`src/design/sotq_pkg.sv`:
```
`default_nettype none
package sotq_pkg;
  localparam int unsigned QueueDepthDefault = 8;
  localparam int unsigned OscWidth   = 26;
  localparam int unsigned CountWidth = 16;
  localparam int unsigned DelayWidth = 24;
  localparam int unsigned TagWidth   = 8;
  localparam int unsigned CmpWidth   = 15;
  localparam logic [OscWidth-1:0] OscReset = 26'd24000000;
  localparam logic [23:0] UsecScale = 24'd10000000;
  localparam logic [CmpWidth-1:0] CmpSat = 15'h7fff;

  typedef enum logic {
    KIND_ADD   = 1'b0,
    KIND_MATCH = 1'b1
  } kind_e;

  typedef struct packed {
    logic                  kind;
    logic [CountWidth-1:0] counter_value;
    logic [DelayWidth-1:0] delay_us;
    logic [TagWidth-1:0]   tag;
  } req_t;

  typedef struct packed {
    logic                expired_valid;
    logic [TagWidth-1:0] expired_tag;
    logic                rejected;
    logic [CmpWidth-1:0] compare_count;
    logic                counter_run;
    logic                last;
  } rsp_t;

  typedef enum logic [3:0] {
    ST_IDLE,
    ST_MUL_ELAPSED,
    ST_DIV_ELAPSED,
    ST_POP,
    ST_SUB,
    ST_FIND,
    ST_SHIFT,
    ST_MUL_CMP,
    ST_DIV_CMP,
    ST_FINAL
  } state_e;
endpackage
`default_nettype wire

```
`src/design/sotq_front.sv`:
```
`default_nettype none
// Input FIFO of two requests; decouples the caller from the engine.
module sotq_front
  import sotq_pkg::*;
(
  input  wire  clk_i,
  input  wire  rst_ni,
  input  wire  push_i,
  output logic full_o,
  input  req_t req_i,
  output logic vld_o,
  input  wire  take_i,
  output req_t req_o
);
  req_t       mem_q [2];
  logic       wp_q, rp_q;
  logic [1:0] cnt_q;

  assign full_o = (cnt_q == 2'd2);
  assign vld_o  = (cnt_q != 2'd0);
  assign req_o  = mem_q[rp_q];

  always_ff @(posedge clk_i) begin
    if (push_i && !full_o) begin
      mem_q[wp_q] <= req_i;
    end
  end

  always_ff @(posedge clk_i or negedge rst_ni) begin
    if (!rst_ni) begin
      wp_q <= 1'b0;
      rp_q <= 1'b0;
      cnt_q <= 2'd0;
    end else begin
      if (push_i && !full_o) wp_q <= ~wp_q;
      if (take_i && vld_o) rp_q <= ~rp_q;
      cnt_q <= cnt_q + {1'b0, push_i && !full_o} - {1'b0, take_i && vld_o};
    end
  end
endmodule
`default_nettype wire

```
`src/design/sotq_out_fifo.sv`:
```
`default_nettype none
// Result FIFO; holds a whole event's results so the engine never waits mid-event.
module sotq_out_fifo
  import sotq_pkg::*;
#(
  parameter int unsigned Depth = QueueDepthDefault + 2
) (
  input  wire  clk_i,
  input  wire  rst_ni,
  input  wire  wr_i,
  input  rsp_t rsp_i,
  output logic room_o,
  output logic empty_o,
  input  wire  pop_i,
  output rsp_t rsp_o
);
  localparam int unsigned Aw = (Depth > 1) ? $clog2(Depth) : 1;
  localparam int unsigned Cw = $clog2(Depth + 1);
  rsp_t          mem_q [Depth];
  logic [Aw-1:0] wp_q, rp_q;
  logic [Cw-1:0] cnt_q;
  logic          do_pop;

  assign empty_o = (cnt_q == '0);
  assign room_o  = (cnt_q == '0);
  assign rsp_o   = mem_q[rp_q];
  assign do_pop  = pop_i && !empty_o;

  always_ff @(posedge clk_i) begin
    if (wr_i) mem_q[wp_q] <= rsp_i;
  end

  always_ff @(posedge clk_i or negedge rst_ni) begin
    if (!rst_ni) begin
      wp_q <= '0;
      rp_q <= '0;
      cnt_q <= '0;
    end else begin
      if (wr_i) wp_q <= (wp_q == Aw'(Depth - 1)) ? '0 : wp_q + 1'b1;
      if (do_pop) rp_q <= (rp_q == Aw'(Depth - 1)) ? '0 : rp_q + 1'b1;
      cnt_q <= cnt_q + Cw'(wr_i) - Cw'(do_pop);
    end
  end
endmodule
`default_nettype wire

```
`src/design/sotq_engine.sv`:
```
`default_nettype none
// Back end: time conversion, pops, ageing, sorted insert, compare setup.
module sotq_engine
  import sotq_pkg::*;
#(
  parameter int unsigned QueueDepth = QueueDepthDefault
) (
  input  wire                 clk_i,
  input  wire                 rst_ni,
  input  wire [OscWidth-1:0]  osc_hz_i,
  input  wire                 vld_i,
  input  req_t                req_i,
  output logic                take_o,
  input  wire                 room_i,
  output logic                wr_o,
  output rsp_t                rsp_o
);
  localparam int unsigned Iw = (QueueDepth > 1) ? $clog2(QueueDepth) : 1;
  localparam int unsigned Nw = $clog2(QueueDepth + 1);
  localparam int unsigned Pw = 42;  // count * 10^7 fits in 40 bits
  localparam int unsigned Cw = 52;  // osc_hz * remaining fits in 52 bits
  // products at or above 0x8000 * 10^7 saturate the compare count
  localparam logic [Cw-1:0] CmpOverflow = 52'd327680000000;
  // ceil(2^49 / 78125): divides the product, already shifted down by 7,
  // by 78125; exact for any 32-bit operand
  localparam logic [32:0] CmpRecip = 33'd7205759404;

  state_e state_q, state_d;
  logic [OscWidth-1:0] rem_q [QueueDepth];
  logic [TagWidth-1:0] tag_q [QueueDepth];
  logic [Nw-1:0] cnt_q;
  logic [Nw-1:0] idx_q;
  req_t          req_q;
  logic [Pw-1:0] prod_q;   // dividend, shifted out as quotient bits come in
  logic [25:0]   rem_div_q;
  logic [5:0]    bit_q;
  logic [Pw-1:0] elapsed_q;
  logic          rej_q;
  logic [Cw-1:0] cmp_prod_q;
  logic [CmpWidth-1:0] cmp_q;
  logic [64:0]   cmp_quot;
  logic [OscWidth-1:0] freq;
  logic [Iw-1:0] idx;

  assign freq     = (osc_hz_i == '0) ? OscWidth'(1) : osc_hz_i;
  assign idx      = idx_q[Iw-1:0];
  assign cmp_quot = 65'(cmp_prod_q[38:7]) * 65'(CmpRecip);

  always_comb begin
    state_d = state_q;
    unique case (state_q)
      ST_IDLE:        if (vld_i) state_d = ST_MUL_ELAPSED;
      ST_MUL_ELAPSED: state_d = ST_DIV_ELAPSED;
      ST_DIV_ELAPSED: if (bit_q == 6'd0) state_d = ST_POP;
      ST_POP: begin
        if (cnt_q == '0 || Pw'(rem_q[0]) > elapsed_q) state_d = ST_SUB;
        else if (room_i) state_d = ST_POP;
      end
      ST_SUB: begin
        if (idx_q + 1'b1 >= cnt_q) begin
          state_d = (req_q.kind == KIND_ADD) ? ST_FIND : ST_MUL_CMP;
        end
      end
      ST_FIND: begin
        if (cnt_q == Nw'(QueueDepth)) state_d = ST_MUL_CMP;
        else if (idx_q == cnt_q || rem_q[idx] >= OscWidth'(req_q.delay_us))
          state_d = ST_SHIFT;
      end
      ST_SHIFT:   state_d = ST_MUL_CMP;
      ST_MUL_CMP: state_d = ST_DIV_CMP;
      ST_DIV_CMP: state_d = ST_FINAL;
      ST_FINAL:   if (room_i) state_d = ST_IDLE;
      default:    state_d = ST_IDLE;
    endcase
  end

  always_comb begin
    take_o = (state_q == ST_IDLE) && vld_i;
    wr_o   = 1'b0;
    rsp_o  = '0;
    if (state_q == ST_POP && cnt_q != '0 && Pw'(rem_q[0]) <= elapsed_q && room_i) begin
      wr_o = 1'b1;
      rsp_o.expired_valid = 1'b1;
      rsp_o.expired_tag   = tag_q[0];
    end
    if (state_q == ST_FINAL && room_i) begin
      wr_o = 1'b1;
      rsp_o.last        = 1'b1;
      rsp_o.rejected    = rej_q;
      rsp_o.counter_run = (cnt_q != '0);
      if (cnt_q != '0) begin
        rsp_o.compare_count = cmp_q;
      end
    end
  end

  // Datapath registers and queue storage: the queue shifts by one slot for each pop and for an insert.
  always_ff @(posedge clk_i) begin
    if (state_q == ST_IDLE && vld_i) req_q <= req_i;
    unique case (state_q)
      ST_MUL_ELAPSED: begin
        prod_q    <= Pw'(req_q.counter_value) * Pw'(UsecScale);
        rem_div_q <= '0;
        bit_q     <= 6'(Pw);
      end
      ST_DIV_ELAPSED: begin
        // restoring divide, one quotient bit per cycle
        if (bit_q != 6'd0) begin
          if ({rem_div_q, prod_q[Pw-1]} >= {1'b0, freq}) begin
            rem_div_q <= 26'({rem_div_q, prod_q[Pw-1]} - {1'b0, freq});
            prod_q    <= {prod_q[Pw-2:0], 1'b1};
          end else begin
            rem_div_q <= {rem_div_q[24:0], prod_q[Pw-1]};
            prod_q    <= {prod_q[Pw-2:0], 1'b0};
          end
          bit_q <= bit_q - 1'b1;
        end else begin
          elapsed_q <= prod_q;
        end
      end
      ST_POP: begin
        if (cnt_q != '0 && Pw'(rem_q[0]) <= elapsed_q && room_i) begin
          for (int i = 0; i < QueueDepth - 1; i++) begin
            rem_q[i] <= rem_q[i+1];
            tag_q[i] <= tag_q[i+1];
          end
        end
      end
      ST_SUB: if (cnt_q != '0) rem_q[idx] <= rem_q[idx] - elapsed_q[OscWidth-1:0];
      ST_SHIFT: begin
        for (int i = 1; i < QueueDepth; i++) begin
          if (Nw'(i) > idx_q && Nw'(i) <= cnt_q) begin
            rem_q[i] <= rem_q[i-1];
            tag_q[i] <= tag_q[i-1];
          end
        end
        rem_q[idx] <= OscWidth'(req_q.delay_us);
        tag_q[idx] <= req_q.tag;
      end
      ST_MUL_CMP: cmp_prod_q <= Cw'(osc_hz_i) * Cw'(rem_q[0]);
      // scale down by 10^7 as a shift by 7 and a reciprocal multiply
      ST_DIV_CMP: cmp_q <= (cmp_prod_q >= CmpOverflow) ? CmpSat
                                                       : cmp_quot[CmpWidth+48:49];
      default: ;
    endcase
  end

  always_ff @(posedge clk_i or negedge rst_ni) begin
    if (!rst_ni) begin
      state_q <= ST_IDLE;
      cnt_q   <= '0;
      idx_q   <= '0;
      rej_q   <= 1'b0;
    end else begin
      state_q <= state_d;
      unique case (state_q)
        ST_IDLE: begin
          idx_q <= '0;
          rej_q <= 1'b0;
        end
        ST_POP: begin
          if (cnt_q != '0 && Pw'(rem_q[0]) <= elapsed_q && room_i) cnt_q <= cnt_q - 1'b1;
          idx_q <= '0;
        end
        ST_SUB: idx_q <= (idx_q + 1'b1 >= cnt_q) ? '0 : idx_q + 1'b1;
        ST_FIND: begin
          if (cnt_q == Nw'(QueueDepth)) rej_q <= 1'b1;
          else if (!(idx_q == cnt_q || rem_q[idx] >= OscWidth'(req_q.delay_us)))
            idx_q <= idx_q + 1'b1;
        end
        ST_SHIFT: cnt_q <= cnt_q + 1'b1;
        default: ;
      endcase
    end
  end
endmodule
`default_nettype wire

```
`src/design/sorted_oneshot_timer_queue_core.sv`:
```
`default_nettype none
// Sorted one-shot timer queue.
// Input queue: drive req_i and push_i; a request is taken when push_i is
// high and full_o low. Two requests may wait ahead of the engine.
// Result queue: while empty_o is low the oldest result sits on rsp_o;
// pop_i takes it. Each request gives one result per expired entry and a
// final result (last set) carrying the compare count and run/stop.
// Write osc_hz with cfg_we_i / cfg_wdata_i only while idle.
// From the engine taking a request to its final result, the work is a
// 42-step bit-serial division of the elapsed time by osc_hz and the
// one-slot-per-cycle walk over the queue for ageing and insertion; the
// compare count is a product, then a reciprocal multiply by the fixed
// scale.
// Throughput: one request per event time plus the drain of its results.
// The engine starts a request only when the result queue is drained, so
// a stalled receiver holds the engine; the input queue still fills.
// Reset clears the queue count and the input and result queue pointers
// and sets osc_hz to 24 MHz; no clearing pass is needed.
module sorted_oneshot_timer_queue_core
  import sotq_pkg::*;
#(
  parameter int unsigned QueueDepth = QueueDepthDefault
) (
  input  wire                clk_i,
  input  wire                rst_ni,
  input  wire                cfg_we_i,
  input  wire [OscWidth-1:0] cfg_wdata_i,
  input  wire                push_i,
  output logic               full_o,
  input  req_t               req_i,
  output logic               empty_o,
  input  wire                pop_i,
  output rsp_t               rsp_o
);
  logic [OscWidth-1:0] osc_q;
  logic vld, take, room, wr, idle_ok;
  req_t req;
  rsp_t rsp;

  // hold the frequency register
  always_ff @(posedge clk_i or negedge rst_ni) begin
    if (!rst_ni) osc_q <= OscReset;
    else if (cfg_we_i) osc_q <= cfg_wdata_i;
  end

  sotq_front u_front (
    .clk_i, .rst_ni, .push_i, .full_o, .req_i,
    .vld_o(vld), .take_i(take), .req_o(req)
  );

  // start a request only with the result queue drained
  assign idle_ok = vld && room;

  sotq_engine #(.QueueDepth(QueueDepth)) u_engine (
    .clk_i, .rst_ni, .osc_hz_i(osc_q), .vld_i(idle_ok), .req_i(req),
    .take_o(take), .room_i(1'b1), .wr_o(wr), .rsp_o(rsp)
  );

  sotq_out_fifo #(.Depth(QueueDepth + 2)) u_out (
    .clk_i, .rst_ni, .wr_i(wr), .rsp_i(rsp), .room_o(room),
    .empty_o, .pop_i, .rsp_o
  );
endmodule
`default_nettype wire

```
`config.mk`:
```
export PLATFORM = sky130hd
export DESIGN_NAME = sorted_oneshot_timer_queue_core
export DESIGN_NICKNAME = d
export VERILOG_FILES = /design/src/design/sotq_pkg.sv /design/src/design/sotq_front.sv /design/src/design/sotq_out_fifo.sv /design/src/design/sotq_engine.sv /design/src/design/sorted_oneshot_timer_queue_core.sv
export SDC_FILE = /design/constraint.sdc
export NUM_CORES = 2
export LEC_CHECK = 0
export ABC_CLOCK_PERIOD_IN_PS = 10400
export BUFFER_PORTS_ARGS = -buffer_cell sky130_fd_sc_hd__buf_2
export CORE_UTILIZATION = 40
export DETAILED_ROUTE_END_ITERATION = 10
export GPL_TIMING_DRIVEN = 0
export SLEW_MARGIN = 20
export SYNTH_ARGS = -nofsm -noshare
export SYNTH_HDL_FRONTEND = slang
export SYNTH_SLANG_ARGS = --single-unit
export TNS_END_PERCENT = 20
```
`constraint.sdc`:
```
create_clock -name clk_i -period 10.4 [get_ports clk_i]
set_input_delay 0 -clock clk_i [delete_from_list [all_inputs] [get_ports clk_i]]
set_output_delay 0 -clock clk_i [all_outputs]
set_load 0.05 [all_outputs]
```
==> summary.md <==
| Metric | Value |
|---|---|
| Ys async rst share | `0.0593` |
| Die Width | `472 um` |
| Setup TNS | `0 ns` |
| Top_reg_cell synth | `edfxtp_1` |
| Clk Latency, worst-skew pair | `0.81 ns` |
| Synthesized Nets | `10100` |
| Final Net Count | `10600` |
| Remaining DRCs | `0` |
| Worst Hold Depth | `4` |
| Register bit count reported by yosys | `~930` |
| 1st-pass router iterations | `6` |
| Reg2Reg Depth | `29` |
| Share of cells above drive strength 1 | `0.0614` |
| Hold_sp | `push_i` |
| Hold EP | `u_front.wp_q` |
| # IOs | `109` |
| Total GRT Usage | `0.243` |
| Fillers | `20500` |
| # rows | `~170` |
| Worst-path maximum fanout | `10` |
| Most frequent cell after synthesis | `inv_1` |
| Drt via density | `between 5 and 6` |
| Worst-path clk slew | `approximately 0.060 ns` |
| Crit path max-delay family | `adder cells` |
| TritonCTS Buffers | `106` |
| Worst r2r dst | `u_engine.cmp_prod_q[47]` |
| Clock sinks | `927` |
| Hold Slack | `between 0.2 and 0.25 ns` |
| CTS H-tree lvls | `3` |
| Fmax achieved | `around 0.11 GHz` |
| CTS-repair resized insts | `0` |
| FF+latch area | `0.0276 mm2` |
| Dpl hpwl | `220000 um` |
| Sequential fraction of the synthesis area | `0.312` |
| Worst clock skew | `0.0631 ns` |
| CTS tree | `done` |
| IO Port Bufs | `107` |
| Multi-input gate area | `0.0536 mm2` |
| Die area | `approximately 0.22 mm2` |
| Unique masters post-synth | `84` |
| Slew headroom | `0.143` |
| Initial Util | `0.402` |
| Cell taking the most area after synthesis | `edfxtp_1` |
| Mapped Cells | `8109` |
| Wire length of the first global-routing pass | `about 400000 um` |
| Worst R2R Start | `u_engine.rem_q[0][5]` |
| Startpoint Class | `flop` |
| Min Tclk post-route | `9.39 ns` |
| Avg WL per Cell | `23.4 um` |
| Die Y-Extent | `472 um` |
| Routability cong. | `0.990` |
| Post-synth EDFFs | `roughly 870` |
| CP arrival | `around 10 ns` |
| 1st-iter DRT viols | `approximately 5100` |
| ANT nets after route | `0` |
| Critical path's slowest cell | `clkbuf_1` |
| Outcome | `completed` |
| Synth top area share | `0.297` |
| Routed vias | `between 60000 and 70000` |
| Mean Syn Cell Area | `10.9 um2` |
| Root Buffer | `clkbuf_16` |
| WL final | `270000 um` |
| Fin. max-slew vios | `0` |
| CP required | `approximately 11 ns` |
| Largest stage delay on the critical path | `roughly 0.83 ns` |
| Final hold vios | `0` |
| Mapped cell area | `just under 0.09 mm2` |
| CTS Buffer Depth | `3` |
| Worst hold path type | `input port to flop` |
| Reg2reg setup slack | `1.01 ns` |
| MaxCap Viol Count | `0` |
| Worst setup EP type | `flop` |
| Final setup vio count | `0` |
| Gr ovfl total | `0` |
| YS warnings | `0` |
| Synth top area cells | `edfxtp_1 (30%), fa_1 (26%), ha_1 (11%)` |
| Total core area | `0.220 mm2` |
| Largest net degree at the start of global routing | `40` |
| Vias in the first global route | `64400` |
| Initial antenna violation count | `11` |
| Final Cycle Share | `0.903` |
| Least-Margin Pin Slew | `1.28 ns` |
| Area Growth Syn to Fin | `11.6%` |
| Post-synth top cells | `inv_1 (1539), fa_1 (1155), edfxtp_1 (872)` |
| Kind of critical path | `flop to flop` |
| Worst Path Buf+Inv | `10` |
| Unrepaired setup endpoints after global routing | `false` |
logic make-up after synthesis:
group,count (synthesis),synth area share
adder cells (fa/ha/maj),1935,0.373
AND/OR/NAND/NOR,1831,0.0991
AO/OA/AOI/OAI,1031,0.0722
flip-flops,927,0.312
multiplexers,340,0.0479
buffers and inverters,1904,0.0816
XOR/XNOR,141,0.0140
final cells by class:
cell class                      count  share of cell area
Antenna cell                       10            0.000254
Buffer                            362              0.0144
Clock buffer                      121              0.0277
Clock inverter                     75             0.00648
Inverter                         1542              0.0588
Multi-Input combinational cell   5278               0.545
Sequential cell                   927               0.280
Tap cell                         2871              0.0365
Timing Repair Buffer              344              0.0313
timing repair:
action | CTS | global route
endpoints found under the hold margin | 205 | 0
buffers inserted | 0 | 0
hold buffers | 188 | 0
setup endpoints to repair | 0 | 0
cells in the final DEF (no fill, tap or decap), drive strengths merged, types with 11 or more instances in the layout:
| cell | n |
|---|---|
| and3 | 55 |
| a21oi | 342 |
| o21ai | 248 |
| nor2 | 349 |
| xnor2 | 86 |
| o211ai | 17 |
| clkbuf | 436 |
| nor3 | 47 |
| and2 | 369 |
| buf | 204 |
| dlygate4sd3 | 187 |
| xor2 | 55 |
| a22oi | 66 |
| mux2i | 201 |
| fa | 1155 |
| clkinv | 55 |
| a31oi | 44 |
| edfxtp | 872 |
| mux4 | 58 |
| nand2 | 725 |
| mux2 | 81 |
| nand4 | 37 |
| o31ai | 18 |
| a211oi | 46 |
| nand3 | 67 |
| or3 | 18 |
| nor2b | 63 |
| nand2b | 26 |
| dfrtp | 45 |
| nor4 | 18 |
| o21a | 21 |
| ha | 780 |
| inv | 1552 |
| o21bai | 19 |
| a22o | 12 |
| and4 | 11 |
| a21o | 95 |
| a221oi | 17 |
routing by layer:
metal	part of all wire	wire length, um	GRT usage	vias to the layer above
met2	0.47	128000	0.403	2293
met3	0.068	18300	0.0387	448
met5	0.00015	40	0	-
li1	-	-	-	27500
met4	0.036	9680	0.0831	8
met1	0.42	114000	0.324	31600
stage by stage:
stage | setup slack (ns) | utilization | std cells | area [um2]
after floorplan | 2.72 | - | 8109 | 88200
after global placement | 0.449 | 0.421 | 11100 | 92400
after detailed placement | 1.11 | 0.425 | 11100 | 93200
after CTS | 1.07 | 0.449 | 11500 | 98500
after global routing | 0.664 | 0.449 | 11500 | 98500
final | 1.01 | 0.449 | 11500 | 98500
flip-flops by register name, indices dropped and copies added, names as in the netlist:
name	count
osc_q	26
u_engine.bit_q	6
u_engine.cmp_prod_q	52
u_engine.cmp_q	15
u_engine.cnt_q	4
u_engine.elapsed_q	42
u_engine.idx_q	4
u_engine.prod_q	42
u_engine.rej_q	1
u_engine.rem_div_q	26
u_engine.rem_q	208
u_engine.req_q	49
u_engine.state_q	4
u_engine.tag_q	64
u_front.cnt_q	2
u_front.mem_q	98
u_front.rp_q	1
u_front.wp_q	1
u_out.cnt_q	4
u_out.mem_q	270
u_out.rp_q	4
u_out.wp_q	4
worst reg2reg max path, delay by kind of cell, from the launching register on:
family	cells	cell delay, ns
AOI/OAI and AO/OA	7	1.87
adders and majority gates	8	3.89
DFF	1	0.36
xor gates and xnor gates	1	0.16
and+or+nand+nor	3	0.88
buffers and inverters	10	1.93
worst max-delay path by stage:
| stage | slack [ns] | depth (start not counted) | endpoint | start |
|---|---|---|---|---|
| 3_3_place_gp | 0.45 | 4 | u_engine.rem_div_q[6] | u_engine.state_q[1] |
| 2_1_floorplan | 2.72 | 29 | u_engine.cmp_prod_q[47] | osc_q[13] |
| 5_1_grt | 0.66 | 29 | u_engine.cmp_prod_q[47] | osc_q[13] |
| 3_5_place_dp | 1.11 | 25 | u_engine.cmp_prod_q[47] | u_engine.rem_q[0][5] |
| 6_report | 1.01 | 29 | u_engine.cmp_prod_q[47] | u_engine.rem_q[0][5] |
| 4_1_cts | 1.07 | 29 | u_engine.cmp_prod_q[47] | u_engine.rem_q[0][5] |
Power is left out: the tool's default activity adds up to more than one toggle a clock period on the data nets, which glitch-free logic cannot reach.
